`src/hdl/ptt_pkg.sv`:
```
`timescale 1ns / 1ps

package ptt_pkg;

   localparam int DEF_TABLE_DEPTH = 256;
   localparam int DEF_TOP_K       = 10;
   localparam int QUEUE_DEPTH     = 2;

   localparam logic [15:0] MIN_FRAME_LEN  = 16'd14;
   localparam logic [15:0] ETHERTYPE_IPV4 = 16'h0800;
   localparam logic [7:0]  PROTO_TCP      = 8'd6;
   localparam logic [7:0]  PROTO_UDP      = 8'd17;
   localparam logic [11:0] WINDOW_RESET   = 12'd2;

   typedef struct packed {
      logic [15:0] frame_length;
      logic [15:0] ether_type;
      logic [7:0]  ip_protocol;
      logic [31:0] source_addr;
      logic [31:0] time_sec;
      logic [19:0] time_usec;
   } req_type;

   typedef struct packed {
      logic [5:0]  rank;
      logic [31:0] talker_addr;
      logic [31:0] talker_count;
      logic [31:0] window_packets;
      logic [16:0] distinct_sources;
      logic [31:0] window_end_sec;
      logic        table_overflow;
      logic        entry_valid;
      logic        last;
   } rsp_type;

   // One classified packet handed from the front end to the table engine.
   typedef struct packed {
      logic        qualify;
      logic        close;
      logic [31:0] source_addr;
      logic [31:0] end_sec;
   } job_type;

endpackage

```
`src/hdl/ptt_front.sv`:
```
`timescale 1ns / 1ps

module ptt_front (
   input  logic             clock,
   input  logic             reset,
   input  logic             csr_write_en,
   input  logic [11:0]      csr_write_data,
   input  logic             req_valid,
   output logic             req_stall,
   input  ptt_pkg::req_type req_payload,
   input  logic             queue_full,
   output logic             job_push,
   output ptt_pkg::job_type job_data
);
   import ptt_pkg::*;

   logic [11:0] window_seconds_ff;
   logic        window_open_ff;
   logic [31:0] start_sec_ff;
   logic [19:0] start_usec_ff;

   logic [31:0] start_sec_in;
   logic [19:0] start_usec_in;
   logic [33:0] elapsed;
   logic        close;
   logic        qualify;

   assign req_stall = queue_full;
   assign job_push  = req_valid && !queue_full;

   // A packet that finds the window closed opens it with its own timestamp.
   assign start_sec_in  = window_open_ff ? start_sec_ff  : req_payload.time_sec;
   assign start_usec_in = window_open_ff ? start_usec_ff : req_payload.time_usec;

   assign elapsed = {2'b00, req_payload.time_sec} - {2'b00, start_sec_in}
                    - 34'(req_payload.time_usec < start_usec_in);
   assign close   = !elapsed[33] && (elapsed >= {22'd0, window_seconds_ff});

   assign qualify = (req_payload.frame_length > MIN_FRAME_LEN)
                    && (req_payload.ether_type == ETHERTYPE_IPV4)
                    && ((req_payload.ip_protocol == PROTO_TCP)
                        || (req_payload.ip_protocol == PROTO_UDP));

   always_comb begin
      job_data.qualify     = qualify;
      job_data.close       = close;
      job_data.source_addr = req_payload.source_addr;
      job_data.end_sec     = req_payload.time_sec;
   end

   always_ff @(posedge clock) begin
      if (reset) begin
         window_seconds_ff <= WINDOW_RESET;
         window_open_ff    <= 1'b0;
      end else begin
         if (csr_write_en) begin
            window_seconds_ff <= csr_write_data;
         end
         if (job_push) begin
            window_open_ff <= !close;
         end
      end
      if (job_push) begin
         start_sec_ff  <= start_sec_in;
         start_usec_ff <= start_usec_in;
      end
   end

endmodule

```
`config.mk`:
```
export PLATFORM = sky130hd
export DESIGN_NAME = ptt_front
export DESIGN_NICKNAME = d
export VERILOG_FILES = /design/src/hdl/ptt_pkg.sv /design/src/hdl/ptt_front.sv
export SDC_FILE = /design/constraint.sdc
export NUM_CORES = 1
export LEC_CHECK = 0
export BUFFER_PORTS_ARGS = -buffer_cell sky130_fd_sc_hd__clkbuf_2
export CAP_MARGIN = 20
export CORE_MARGIN = 2
export CORE_UTILIZATION = 49
export DETAILED_ROUTE_END_ITERATION = 12
export PLACE_DENSITY = 0.91
export SLEW_MARGIN = 30
export SYNTH_ARGS = -nofsm -noshare
export SYNTH_HDL_FRONTEND = slang
export SYNTH_SLANG_ARGS = --single-unit
export TNS_END_PERCENT = 30
```
`constraint.sdc`:
```
create_clock -name clock -period 7.8 [get_ports clock]
set_clock_uncertainty 0.05 [all_clocks]
set_input_delay 1.17 -clock clock [delete_from_list [all_inputs] [get_ports clock]]
set_output_delay 1.17 -clock clock [all_outputs]
set_load 0.02 [all_outputs]
```
==> impl_metrics.ini <==
[cells_and_area]
finish.cell_count_without_fillers = 1083
final_net_count = 1105
final_common_cell = clkbuf_2
layout_common_cells = clkbuf_2 (143), inv_1 (78), ha_1 (64)
final_layout_size_suffix_gt1_share_pct = 25.91
num-fill-cells = 1252
syn2layout_area_growth_pct = 13.14
final_area_mm2 = 0.007974
insertedDiodeCount = 0

[worst_setup_path]
setup.worst_path.class = in -> out
critPathSlowestCell = ha_1
timing.critical_path.from_type = input pin
critPathMostFrequentCell = a21o_1
end_kind = output pin
worst_ep_required_time_ns = 6.58
critPathMaxStageDelay_ns = 0.32
cp_max_fo = 4
worstPathArrival_ns = 6.96

[die]
initial_utilization_pct = 50.38
core.rowCount = 43
floorplan.die_area_mm2 = 0.01536
die_height_um = 123.9
die_w_um = 123.9
core_mm2 = 0.01399
top_level_ports = 209

[global_route]
grt_overflow = 0
grt_first_pass_wirelength_mm = 26.10
global_route.usage.total_pct = 21.32
antenna_found_initial = 0
number_of_global_route_vias_before_repair = 5728
grt_start_max_net_pins = 56

[yosys]
number_of_flops_mapped_to_enable_cells_by_yosys = 52
mappedNetlistNets = 1016
cell_types_occupying_the_most_area_after_synthesis = edfxtp_1 (22%), ha_1 (12%), mux2i_1 (8.9%), buf_4 (7.2%), inv_1 (4.2%)
post_synth_cell_types = 88
number_of_storage_elements_in_the_synthesis_netlist = 65
syn-mean-instance-area_um2 = 8.712
yosysSeqAreaShare_pct = 25.85
synth_ff_type = edfxtp_1
synth_top_area_share_pct = 22.16
syn_inst = 809
ys_async_sr_fraction_pct = 0
post-synth-top-area-cell = edfxtp_1
synth_warnings = 0
syn_area_mm2 = 0.007048

[timing]
final_max_slew_viols = 0
timing.fmax_mhz = 122.3
layout_min_cycle_time_ns = 8.177
finalCritPeriodShare_pct = 104.8
timing.max_slew.rel_slack_pct = 51.74
worstMarginPinSlew_ns = 0.7217
setup_violation_total_in_the_final_timing_report = 1
post-route-worst-setup-slack_ns = -0.3766
rsz0062_at_grt = yes
timing_hold_violations_final = 0
hold_slack_ns = 0.4394

[power_and_ir_drop]
pwr-share-clk_pct = 29.1
netSwitchingFraction_pct = 37.11
power-per-cell-area_mw_per_mm2 = 180.9
power.switching_mw = 0.5352
power.leakage_nw = 3.632
finalPower_mw = 1.442
internal-power_mw = 0.9070
power.ir.vdd_worst_mv = 0.1162
p_seq_share_pct = 28.0
power.combinational.fraction_pct = 42.9

[clock_network]
cts.sinks = 65
worst_skew_pair.late_latency_ns = 0.35
cts.htree.levels = 3
max-clock-path-buffers = 2
cts_hold_buf = 0
cts_root_buf = clkbuf_16
clock_buffer_count_from_cts = 9
cts_tree = yes
worst_setup_hold_path_clk_slew_ns = 0.05

[drt]
drc = 0
drt-total-wl_mm = 16.43
route.vias.total = 6303
wl_per_cell_um = 15.17
drtAntennaViolNets = 0
detail_route.first_pass.iterations = 6
drt-initial-drc-count = 462
route.detailed.vias_per_inst = 5.820

[placement]
post_detail_place_hpwl_mm = 12.55
dp_worst_setup_slack_ns = -0.7080
placed_cells = 1062
numPortBuffers = 144
gp_routability_congestion = 0.9479
place_area_mm2 = 0.007540

[min_path]
holdCritPathClass = reg -> reg

[job]
max_cap_violations = 0

[run_status]
status = finished, violations left
failed_checks = setup timing
==> flip-flops by register name (all words and copies together), names as in the netlist <==
register and flops:
start_usec_ff 20, start_sec_ff 32, window_open_ff 1, window_seconds_ff 12
==> path summary, 6_finish.rpt <==
check	startpoint	depth (start not counted)	end	slack [ns]
max reg2reg	window_open_ff	37	window_open_ff	1.43
min	window_seconds_ff[10]	2	window_seconds_ff[10]	0.44
min reg2reg	window_seconds_ff[10]	2	window_seconds_ff[10]	0.44
max	req_payload[1]	38	job_data[64]	-0.38
==> per-stage QoR <==
stage / setup TNS [ns] / utilization, %
finish: -0.3766 / 57.00
global route: -0.8864 / 57.00
CTS: -0.4648 / 56.66
detailed placement: -0.7080 / 53.90
global placement: -0.5115 / 53.90
floorplan: 0 / -
==> kinds of logic (layout without fill, tap and decap cells) <==
| kind of cell | Yosys count | after routing | share of synthesized area (%) |
|---|---|---|---|
| AND/OR/NAND/NOR | 214 | 214 | 15.82 |
| AO/OA/AOI/OAI | 193 | 193 | 19.78 |
| multiplexers | 67 | 67 | 9.639 |
| buffers and inverters | 175 | 269 | 13.49 |
| adder cells (fa/ha/maj) | 66 | 66 | 11.82 |
| flip-flops | 65 | 65 | 25.85 |
| XOR/XNOR | 29 | 29 | 3.604 |
==> timing repair <==
item,in CTS,in global routing
buffers inserted,4,1
gates resized for setup,13,8
pin swaps,30,10
setup endpoints to repair,1,1
==> layout make-up <==
cell class	instances	area [µm²]	area share, %
timing repair buffer	175	965.9	12.11
sequential	65	1823	22.86
tap	180	225.2	2.824
clock inverter	7	78.83	0.9885
multi-input combinational	569	4363	54.72
inverter	78	292.8	3.672
clock buffer	9	225.2	2.824
==> synthesized netlist by cell type (all sizes together), types with 7 or more instances <==
cell type and n:
a211oi 10, a21o 21, a21oi 44, and2 9, and3 7, buf 80
clkbuf 17, dfxtp 13, edfxtp 52, ha 65, inv 78, mux2i 63
nand2 53, nand3 13, nand4 16, nor2 49, nor2b 7, nor3 16
nor4 14, o211ai 11, o21a 10, o21ai 29, o31ai 8, or3 8
xnor2 18, xor2 11
==> critical path, delay by kind of cell <==
family          cells  cell delay [ns]
simple gates        8             1.03
mux                 1             0.18
fa+ha+maj           3             0.74
compound gates     22             3.25
buf+inv             3             0.41
xor+xnor            1             0.16
==> power by group through the flow <==
stage,Sequential (mW),Combinational [mW],Clock [mW]
after floorplan,0.410,0.469,0
after global placement,0.410,0.568,0
after detailed placement,0.411,0.582,0
after CTS,0.404,0.599,0.421
after global routing,0.406,0.686,0.436
final,0.404,0.619,0.419
==> layer usage <==
layer	up-vias	share of wire (%)	global-route usage, %
met4	0	2.8	8.708
met3	41	6.6	3.205
li1	3096	-	-
met1	2900	44	26.99
met2	266	46	36.37
met5	-	0	0
Power figures use the tool's default switching activity.
