### config.mk
export PLATFORM = sky130hd
export DESIGN_NAME = ptt_fifo
export DESIGN_NICKNAME = d
export VERILOG_FILES = /design/src/hdl/ptt_pkg.sv /design/src/hdl/ptt_fifo.sv
export SDC_FILE = /design/constraint.sdc
export NUM_CORES = 1
export LEC_CHECK = 0
export ABC_AREA = 1
export ABC_CLOCK_PERIOD_IN_PS = 6600
export BUFFER_PORTS_ARGS = -buffer_cell sky130_fd_sc_hd__buf_2
export CAP_MARGIN = 5
export CORE_UTILIZATION = 56
export CTS_BUF_LIST = sky130_fd_sc_hd__clkbuf_16
export DETAILED_ROUTE_END_ITERATION = 8
export PLACE_DENSITY = 0.84
export SLEW_MARGIN = 30
export SYNTH_ARGS = -nofsm -noshare
export SYNTH_HDL_FRONTEND = slang
export SYNTH_SLANG_ARGS = --single-unit
### constraint.sdc
create_clock -name clock -period 6.6 [get_ports clock]
set_input_delay 1.32 -clock clock [delete_from_list [all_inputs] [get_ports clock]]
set_output_delay 1.32 -clock clock [all_outputs]
set_load 0.01 [all_outputs]
### src/hdl/ptt_pkg.sv
`timescale 1ns / 1ps

package ptt_pkg;

   localparam int DEF_TABLE_DEPTH = 256;
   localparam int DEF_TOP_K       = 10;
   localparam int QUEUE_DEPTH     = 2;

   localparam logic [15:0] MIN_FRAME_LEN  = 16'd14;
   localparam logic [15:0] ETHERTYPE_IPV4 = 16'h0800;
   localparam logic [7:0]  PROTO_TCP      = 8'd6;
   localparam logic [7:0]  PROTO_UDP      = 8'd17;
   localparam logic [11:0] WINDOW_RESET   = 12'd2;

   typedef struct packed {
      logic [15:0] frame_length;
      logic [15:0] ether_type;
      logic [7:0]  ip_protocol;
      logic [31:0] source_addr;
      logic [31:0] time_sec;
      logic [19:0] time_usec;
   } req_type;

   typedef struct packed {
      logic [5:0]  rank;
      logic [31:0] talker_addr;
      logic [31:0] talker_count;
      logic [31:0] window_packets;
      logic [16:0] distinct_sources;
      logic [31:0] window_end_sec;
      logic        table_overflow;
      logic        entry_valid;
      logic        last;
   } rsp_type;

   // One classified packet handed from the front end to the table engine.
   typedef struct packed {
      logic        qualify;
      logic        close;
      logic [31:0] source_addr;
      logic [31:0] end_sec;
   } job_type;

endpackage

### src/hdl/ptt_fifo.sv
`timescale 1ns / 1ps

module ptt_fifo (
   input  logic             clock,
   input  logic             reset,
   input  logic             push,
   input  ptt_pkg::job_type push_data,
   input  logic             pop,
   output ptt_pkg::job_type pop_data,
   output logic             full,
   output logic             empty
);
   import ptt_pkg::*;

   localparam int PTR_W = (QUEUE_DEPTH > 1) ? $clog2(QUEUE_DEPTH) : 1;
   localparam int CNT_W = $clog2(QUEUE_DEPTH + 1);

   job_type            slot_ff [QUEUE_DEPTH];
   logic [PTR_W-1:0]   wr_ptr_ff;
   logic [PTR_W-1:0]   rd_ptr_ff;
   logic [CNT_W-1:0]   fill_ff;

   assign full     = (fill_ff == CNT_W'(QUEUE_DEPTH));
   assign empty    = (fill_ff == '0);
   assign pop_data = slot_ff[rd_ptr_ff];

   function automatic logic [PTR_W-1:0] next_ptr(input logic [PTR_W-1:0] ptr);
      next_ptr = (ptr == PTR_W'(QUEUE_DEPTH - 1)) ? '0 : ptr + 1'b1;
   endfunction

   always_ff @(posedge clock) begin
      if (reset) begin
         wr_ptr_ff <= '0;
         rd_ptr_ff <= '0;
         fill_ff   <= '0;
      end else begin
         if (push && !full) begin
            wr_ptr_ff <= next_ptr(wr_ptr_ff);
         end
         if (pop && !empty) begin
            rd_ptr_ff <= next_ptr(rd_ptr_ff);
         end
         if ((push && !full) && !(pop && !empty)) begin
            fill_ff <= fill_ff + 1'b1;
         end else if (!(push && !full) && (pop && !empty)) begin
            fill_ff <= fill_ff - 1'b1;
         end
      end
      if (push && !full) begin
         slot_ff[wr_ptr_ff] <= push_data;
      end
   end

endmodule

==> flow_metrics.env, run 1 <==
export IMPL_drv_cap=0
export IMPL_cts_htree_levels=4
export IMPL_layoutNonFillerInstCount=515
export IMPL_nets=465
export IMPL_grt_usage_pct=19.1
export IMPL_timing_hold_ws_ns=0.559
export IMPL_irDropWorstVdd_mv=0.246
export IMPL_globalplace_congestion=0.660
export IMPL_area_delta_synth_final_pct=27.9
export IMPL_antenna_found_initial=1
export IMPL_path_class="flip-flop to output pin"
export IMPL_vias=2655
export IMPL_ys_top_cells_by_area="edfxtp_1 (77%), mux2_4 (12%), mux2_2 (5.7%), dfxtp_1 (1.9%), buf_6 (1.1%)"
export IMPL_violations="DRC"
export IMPL_root_buffer="clkbuf_16"
export IMPL_cp_data_required_time_ns=5.28
export IMPL_p_leak_nw=2.61
export IMPL_status="complete, but fails checks"
export IMPL_fin_crit_sh_pct=49.9
export IMPL_via_per_inst=5.16
export IMPL_avgSynthCellArea_um2=21.4
export IMPL_relSlewSlack_pct=52.8
export IMPL_cts_resized=0
export IMPL_p_total_mw=2.71
export IMPL_die_w_um=98.1
export IMPL_setup_viol=0
export IMPL_place_area_um2=5980
export IMPL_portBuffers=137
export IMPL_critPathMaxStageDelay_ns=0.71
export IMPL_critPathLaunchType="flip-flop"
export IMPL_cts_tree="built"
export IMPL_grt_pass1_wl_mm=13.5
export IMPL_postCtsSetupBuffers=0
export IMPL_netlist_area_leader_share_pct=76.7
export IMPL_dr_pass1_iters=6
export IMPL_synthCells=242
export IMPL_drc=22
export IMPL_worst_pin_slew_ns=0.708
export IMPL_final_hold_violation_count=0
export IMPL_ys_types=16
export IMPL_syn_nets=313
export IMPL_fin_crit_ns=3.29
export IMPL_fin_setup_tns_ns=0
export IMPL_postRouteWirelength_mm=8.59
export IMPL_ys_ff_latch=137
export IMPL_ys_seq_area_share_pct=78.6
export IMPL_skew_ns=0.00629
export IMPL_path_cells="buf_12 > mux2_2 > buf_2"
export IMPL_numClockSinks=137
export IMPL_grt_pass1_vias=2729
export IMPL_synth_top_area_cell="edfxtp_1"
export IMPL_wl_per_cell_um=16.7
export IMPL_grt_overflow=0
export IMPL_cts_buffer_depth=2
export IMPL_drt_iter0_markers=81
export IMPL_insertion_delay_ns=0.40
export IMPL_start_util_pct=58.4
export IMPL_final_common_cell="buf_2"
export IMPL_antenna_left=0
export IMPL_layout_common_cells="buf_2 (137), edfxtp_1 (132), mux2_4 (40), mux2_2 (26), clkbuf_16 (17)"
export IMPL_hpwl_mm=5.53
export IMPL_fmaxAchievable_ghz=0.304
export IMPL_end_kind="output pin"
export IMPL_rsz0062_at_grt="false"
export IMPL_io_pins=138
export IMPL_placed_cells_incl_taps=483
export IMPL_cts_hold_repair_buffers=0
export IMPL_die_area_um2=9620
export IMPL_drive_above_1_share_pct=58.9
export IMPL_post_route_cell_area_um2=6610
export IMPL_critPathMaxFanout=35
export IMPL_grt_max_degree=54
export IMPL_cts_buffers=17
export IMPL_die_y_um=98.1
export IMPL_yosys_warnings=0
export IMPL_crit_slowest_cell="dfxtp_4"
export IMPL_core_rowCount=34
export IMPL_clkTransAtPathRegs_ns=0.05
export IMPL_hp_class="flip-flop to flip-flop"
export IMPL_core_um2=8850
export IMPL_cp_arrival_ns=1.97
export IMPL_synthesis_area_um2=5170
export IMPL_slew_viol_final=0
export IMPL_power_density_nw_per_um2=410
==> worst paths after layout <==
check | start | endpoint | slack [ns] | cells after the start
hold / removal | rd_ptr_ff | flip-flop | 0.56 | 3
setup reg to reg | fill_ff[0] | slot_ff[1][16] | 4.48 | 3
hold reg to reg | rd_ptr_ff | flip-flop | 0.56 | 3
setup / recovery | flip-flop | pop_data[0] | 3.31 | 3
==> metrics by stage <==
| stage | setup WS [ns] | utilization, % |
|---|---|---|
| floorplan | 1.96 | - |
| global placement | 3.61 | 67.3 |
| detailed placement | 3.55 | 67.6 |
| CTS | 3.26 | 74.7 |
| global route | 3.19 | 74.7 |
| finish | 3.31 | 74.7 |
==> report_power, final <==
group	internal, mW	switching [mW]
registers	1.10	0.0611
clock network	0.664	0.331
logic	0.278	0.274
==> cell families (layout without fill, tap and decap cells) <==
| kind of cell | Yosys count | after routing | synth area share, % |
|---|---|---|---|
| adders and majority gates | 1 | 1 | 0.242 |
| DFF | 137 | 137 | 78.6 |
| muxes | 66 | 66 | 17.3 |
| other | 0 | 1 | 0 |
| buffers and inverters | 16 | 180 | 1.94 |
| and+or+nand+nor | 16 | 16 | 1.28 |
| AOI/OAI and AO/OA | 6 | 6 | 0.653 |
==> Yosys cell counts <==
cell type and n:
edfxtp_1 132, mux2_4 40, mux2_2 26, inv_1 9
nor2_1 9, buf_6 5, dfxtp_1 5, nand2_1 4
o21ai_0 4, buf_2 2, a21oi_1 1, and2_1 1
ha_1 1, nand3_1 1, nand4_1 1, o21ai_2 1
==> final cells by class <==
type	instances	area (um2)
sequential	137	4070
fill	547	2240
multi-input combinational	89	1020
timing repair buffer	140	721
clock buffer	17	425
clock inverter	14	205
tap	108	135
inverter	9	33.8
antenna	1	2.50
==> registers in the layout, summed over array words and instances, names as in the netlist, named ones only <==
signal,count
wr_ptr_ff,1
fill_ff,2
rd_ptr_ff,1
slot_ff,132
==> worst max-delay path, delay by kind of cell, from the launching register on <==
| kind | cells | cell delay [ns] |
|---|---|---|
| flops | 1 | 0.71 |
| buf+inv | 2 | 0.46 |
| mux | 1 | 0.37 |
==> metal layers <==
metal | track usage, % | vias up | part of all wire, %
met3 | 7.80 | 13 | 7.9
met2 | 31.6 | 99 | 51
li1 | - | 1242 | -
met1 | 22.2 | 1301 | 40
met5 | 0 | - | 0
met4 | 8.04 | 0 | 1.3
No activity file was read; power rests on OpenSTA's default activity.
==> inputs of run 2 (changes only) <==
- ABC_CLOCK_PERIOD_IN_PS: 6600 -> 3050
- CORE_UTILIZATION: 56 -> 52
- PLACE_DENSITY: 0.84 -> 0.79
- clock period: 6.6 -> 3.05 ns (I/O delays scaled with it)
==> run 2 against run 1 <==
Effect of this change:
- the run now ends clean
- hold slack lost 0.17 ns
- global-route usage down 1.7 points
- design area down 0.66%
- critical path depth stayed put
- highest routed layer unchanged
==> flow_metrics.env, run 2 (synthesis gave the netlist of run 1 again) <==
export IMPL_status="finished, final reports clean"
export IMPL_timing_hold_ws_ns=0.390
export IMPL_final_common_cell="buf_2"
export IMPL_critPathMaxFanout=29
export IMPL_die_w_um=102
export IMPL_fin_crit_ns=2.51
export IMPL_antenna_left=0
export IMPL_fin_crit_sh_pct=82.3
export IMPL_postRouteWirelength_mm=8.73
export IMPL_fmaxAchievable_ghz=0.399
export IMPL_postCtsSetupBuffers=0
export IMPL_cp_arrival_ns=1.90
export IMPL_critPathLaunchType="flip-flop"
export IMPL_insertion_delay_ns=0.41
export IMPL_drive_above_1_share_pct=57.4
export IMPL_slew_viol_final=0
export IMPL_reg_top3="slot_ff (132), fill_ff (2)"
export IMPL_root_buffer="clkbuf_16"
export IMPL_grt_overflow=0
export IMPL_die_area_um2=10300
export IMPL_final_hold_violation_count=0
export IMPL_end_kind="output pin"
export IMPL_top_register="slot_ff"
export IMPL_drv_cap=0
export IMPL_via_per_inst=4.88
export IMPL_die_y_um=102
export IMPL_nets=469
export IMPL_setup_viol=0
export IMPL_grt_usage_pct=17.4
export IMPL_clkTransAtPathRegs_ns=0.06
export IMPL_grt_pass1_vias=2612
export IMPL_hp_class="input port to flip-flop"
export IMPL_power_density_nw_per_um2=825
export IMPL_diodes=0
export IMPL_cts_resized=0
export IMPL_io_pins=138
export IMPL_skew_ns=0.00790
export IMPL_irDropWorstVdd_mv=0.400
export IMPL_drc=0
export IMPL_dr_pass1_iters=6
export IMPL_core_um2=9680
export IMPL_cts_buffer_depth=2
export IMPL_vias=2654
export IMPL_relSlewSlack_pct=64.4
export IMPL_p_leak_nw=2.60
export IMPL_area_delta_synth_final_pct=27.0
export IMPL_wl_per_cell_um=16.1
export IMPL_drt_iter0_markers=76
export IMPL_rsz0062_at_grt="false"
export IMPL_globalplace_congestion=0.687
export IMPL_cts_htree_levels=4
export IMPL_grt_max_degree=38
export IMPL_core_rowCount=36
export IMPL_antenna_found_initial=0
export IMPL_cp_data_required_time_ns=2.44
export IMPL_grt_pass1_wl_mm=12.7
export IMPL_hpwl_mm=5.84
export IMPL_final_util_pct=67.8
export IMPL_cts_hold_repair_buffers=0
export IMPL_portBuffers=137
export IMPL_cts_tree="built"
export IMPL_layout_common_cells="buf_2 (137), edfxtp_1 (132), mux2_4 (40), mux2_2 (26), clkbuf_16 (17)"
export IMPL_largest_register_ffs=132
export IMPL_worst_pin_slew_ns=0.533
export IMPL_cts_buffers=17
export IMPL_path_class="flip-flop to output pin"
export IMPL_numClockSinks=137
export IMPL_start_util_pct=53.4
## run 2: cell types whose count changed in the layout (fill, tap and decap cells not counted)
cell	change
clkinv_1	+1
bufinv_16	-5
buf_12	+3
clkinv_4	-2
diode_2	-1
clkinv_2	+1
buf_4	+1
clkinvlp_4	-1
inv_1	+7
## run 2: report_power, final
| part | internal (mW) | switching [mW] |
|---|---|---|
| Combinational | 0.640 | 0.603 |
| Sequential | 2.38 | 0.129 |
| Clock | 0.997 | 0.667 |
## run 2: area by class of cell
cell class	instances	area (um2)
fill	674	3120
tap	133	166
inverter	9	33.8
clock inverter	15	65.1
multi-input combinational	89	1020
clock buffer	17	425
sequential	137	4070
timing repair buffer	144	788
## run 2: final timing paths
kind / cells past startpoint / startpoint / end / slack (ns)
max: 3 / flip-flop / pop_data[49] / 0.54
min: 1 / push_data[46] / slot_ff[0][46] / 0.39
max reg2reg: 3 / fill_ff[0] / slot_ff[1][3] / 1.41
min reg2reg: 2 / wr_ptr_ff / wr_ptr_ff / 0.55
## run 2: routing by layer
metal | vias up | wire [um] | GRT usage (%)
li1 | 1254 | - | -
met3 | 15 | 597 | 6.97
met1 | 1281 | 3580 | 19.0
met5 | - | 0 | 0
met4 | 0 | 132 | 8.03
met2 | 104 | 4420 | 29.9
## run 2: critical path, cell delays in order (launching register included)
cell,delay (ns)
dfxtp_4,0.68
buf_4,0.30
mux2_2,0.36
buf_2,0.14
## run 2: stage by stage
stage | instance area, um2 | TNS (ns) | cells | power [mW] | worst slack, ns
after floorplan | 5170 | -115.65 | 242 | 3.36 | -0.876
after global placement | 6080 | 0 | 512 | 3.77 | 0.955
after detailed placement | 6080 | 0 | 512 | 3.81 | 0.928
after CTS | 6570 | 0 | 544 | 5.48 | 0.502
after global routing | 6570 | 0 | 544 | 5.66 | 0.437
final | 6570 | 0 | 544 | 5.42 | 0.541
==> inputs of run 3 (changes only) <==
- ABC_CLOCK_PERIOD_IN_PS: 3050 -> 2500
- clock period: 3.05 -> 2.5 ns (I/O delays scaled with it)
==> run 3 against run 2 <==
Effect of this change:
- clock power is 58% higher
- final cell count is 0.92% lower
- global-route usage shrank 0.28 points
- design area up 1.7%
- combinational power increased by 22%
- sequential power grew 21%
- critical path depth stayed put
- power rose by 32%
- setup slack lost 0.29 ns
- hold slack worse by 0.098 ns
- first-iteration DRC count fell by 47%
- clock-buffer cell count is the same
==> flow_metrics.env, run 3 (synthesis gave the netlist of run 1 again) <==
export IMPL_globalplace_congestion=0.658
export IMPL_nets=467
export IMPL_pwr_share_comb_pct=21.1
export IMPL_worst_pin_slew_ns=0.383
export IMPL_cp_top_family="flip-flops"
export IMPL_placed_cells_incl_taps=510
export IMPL_path_cells="buf_12 > mux2_2 > buf_2"
export IMPL_drv_cap=0
export IMPL_io_pins=138
export IMPL_numClockSinks=137
export IMPL_grt_max_degree=67
export IMPL_drive_above_1_share_pct=59.4
export IMPL_cts_buffer_depth=2
export IMPL_grt_util_met1_pct=21.2
export IMPL_setup_viol=0
export IMPL_critPathBufInv=2
export IMPL_core_um2=9680
export IMPL_timing_hold_ws_ns=0.293
export IMPL_fillers=643
export IMPL_cp_data_required_time_ns=2.00
export IMPL_critPathMaxStageDelay_ns=0.57
export IMPL_relSlewSlack_pct=74.5
export IMPL_skew_ns=0.00623
export IMPL_start_util_pct=53.4
export IMPL_area_delta_synth_final_pct=29.2
export IMPL_insertion_delay_ns=0.39
export IMPL_cp_depth=3
export IMPL_cts_htree_levels=4
export IMPL_hpwl_mm=5.44
export IMPL_diodes=0
export IMPL_cts_tree="built"
export IMPL_cp_endpoint="pop_data[51]"
export IMPL_portBuffers=137
export IMPL_critPathLaunchType="flip-flop"
export IMPL_die_area_um2=10300
export IMPL_fin_crit_sh_pct=90.1
export IMPL_top_register="slot_ff"
export IMPL_layout_common_cells="buf_2 (137), edfxtp_1 (132), mux2_4 (40), mux2_2 (26), clkbuf_16 (17)"
export IMPL_p_leak_nw=2.62
export IMPL_critPathMaxFanout=26
export IMPL_met2_usage_pct=27.9
export IMPL_cp_arrival_ns=1.75
export IMPL_clkPwrFrac_pct=36.5
export IMPL_via_per_inst=4.88
export IMPL_die_w_um=102
export IMPL_timing_rr_end="fill_ff[1]"
export IMPL_regToRegStartpoint="fill_ff[1]"
export IMPL_dr_pass1_iters=4
export IMPL_hp_class="input port to flip-flop"
export IMPL_irDropWorstVdd_mv=0.598
export IMPL_power_density_nw_per_um2=1070
export IMPL_clkTransAtPathRegs_ns=0.05
export IMPL_slew_viol_final=0
export IMPL_reg_top3="slot_ff (132), fill_ff (2)"
export IMPL_antenna_found_initial=0
export IMPL_wl_per_cell_um=15.9
export IMPL_core_rowCount=36
export IMPL_layoutNonFillerInstCount=539
export IMPL_path_class="flip-flop to output pin"
export IMPL_crit_slowest_cell="dfxtp_4"
export IMPL_cts_buffers=17
export IMPL_grt_pass1_wl_mm=12.8
export IMPL_swShare_pct=24.4
export IMPL_grt_usage_pct=17.2
export IMPL_cts_resized=0
export IMPL_power_internal_mw=5.42
export IMPL_postRouteWirelength_mm=8.54
export IMPL_use_met3_pct=5.80
export IMPL_root_buffer="clkbuf_16"
export IMPL_reg2reg_setup_slack_ns=0.89
export IMPL_final_common_cell="buf_2"
export IMPL_die_y_um=102
export IMPL_final_hold_violation_count=0
export IMPL_power_switching_mw=1.75
export IMPL_drc=0
export IMPL_fin_crit_ns=2.25
export IMPL_antenna_left=0
export IMPL_grt_busiest_layer="met2"
export IMPL_vias=2631
export IMPL_seqPwrFrac_pct=42.4
export IMPL_cts_hold_repair_buffers=0
export IMPL_grt_overflow=0
export IMPL_fmaxAchievable_ghz=0.444
export IMPL_drt_iter0_markers=40
export IMPL_grt_pass1_vias=2645
export IMPL_status="finished, final reports clean"
export IMPL_postCtsSetupBuffers=0
export IMPL_end_kind="output pin"
export IMPL_rsz0062_at_grt="false"
export IMPL_largest_register_ffs=132
export IMPL_rr_worst_depth=8
-- run 3: changes by cell type in the layout (fill, tap and decap cells not counted), sizes merged --
cell    previous run  this run
buf              144       142
inv               16         9
bufinv             0         5
clkinv             7         6
-- run 3: worst min-delay path by stage --
stage	from	to	slack [ns]	depth (start not counted)
after floorplan	wr_ptr_ff	wr_ptr_ff	0.49	2
after global placement	wr_ptr_ff	wr_ptr_ff	0.52	2
after detailed placement	wr_ptr_ff	wr_ptr_ff	0.53	2
after CTS	push_data[57]	slot_ff[1][57]	0.27	1
after global routing	push_data[47]	slot_ff[0][47]	0.27	1
final	push_data[57]	slot_ff[0][57]	0.29	1
-- run 3: power by group through the flow --
stage / Sequential (mW) / Combinational [mW] / Clock (mW)
floorplan: 3.03 / 1.05 / 0
global placement: 3.07 / 1.50 / 0
detailed placement: 3.09 / 1.52 / 0
CTS: 3.05 / 1.54 / 2.67
global route: 3.08 / 1.65 / 2.76
finish: 3.04 / 1.51 / 2.62
-- run 3: area by class of cell --
type / count / area (um2) / area share [%]
clock buffers: 17 / 425 / 6.37
clock inverters: 12 / 203 / 3.04
inverters: 9 / 33.8 / 0.506
multi-input cells: 89 / 1020 / 15.3
flip-flops and latches: 137 / 4070 / 60.9
well taps: 133 / 166 / 2.49
repair buffers: 142 / 761 / 11.4
-- run 3: per-layer routing --
metal	part of all wire, %	up-vias	routed length (um)
met5	0	-	0
met4	0.63	0	54
met3	6.1	6	518
met2	50	96	4300
met1	43	1288	3680
li1	-	1241	-
-- run 3: through the flow --
stage               TNS, ns  cell area, um2  worst slack, ns  util [%]  power [mW]
finish                    0            6680            0.246      69.0        7.18
global route              0            6680            0.158      69.0        7.49
CTS                       0            6680            0.210      69.0        7.25
detailed placement        0            6050            0.646      62.5        4.62
global placement          0            6050            0.649      62.5        4.57
floorplan            -27.99            5170           -0.212         -        4.08
-- run 3: worst reg2reg max path, stage by stage, from the launching register on --
cell and delay, ns:
dfxtp_1 0.37, inv_1 0.09, o21ai_2 0.28, inv_1 0.12
ha_1 0.32, inv_1 0.08, nand4_1 0.13, nand2_1 0.08
nor2_1 0.04
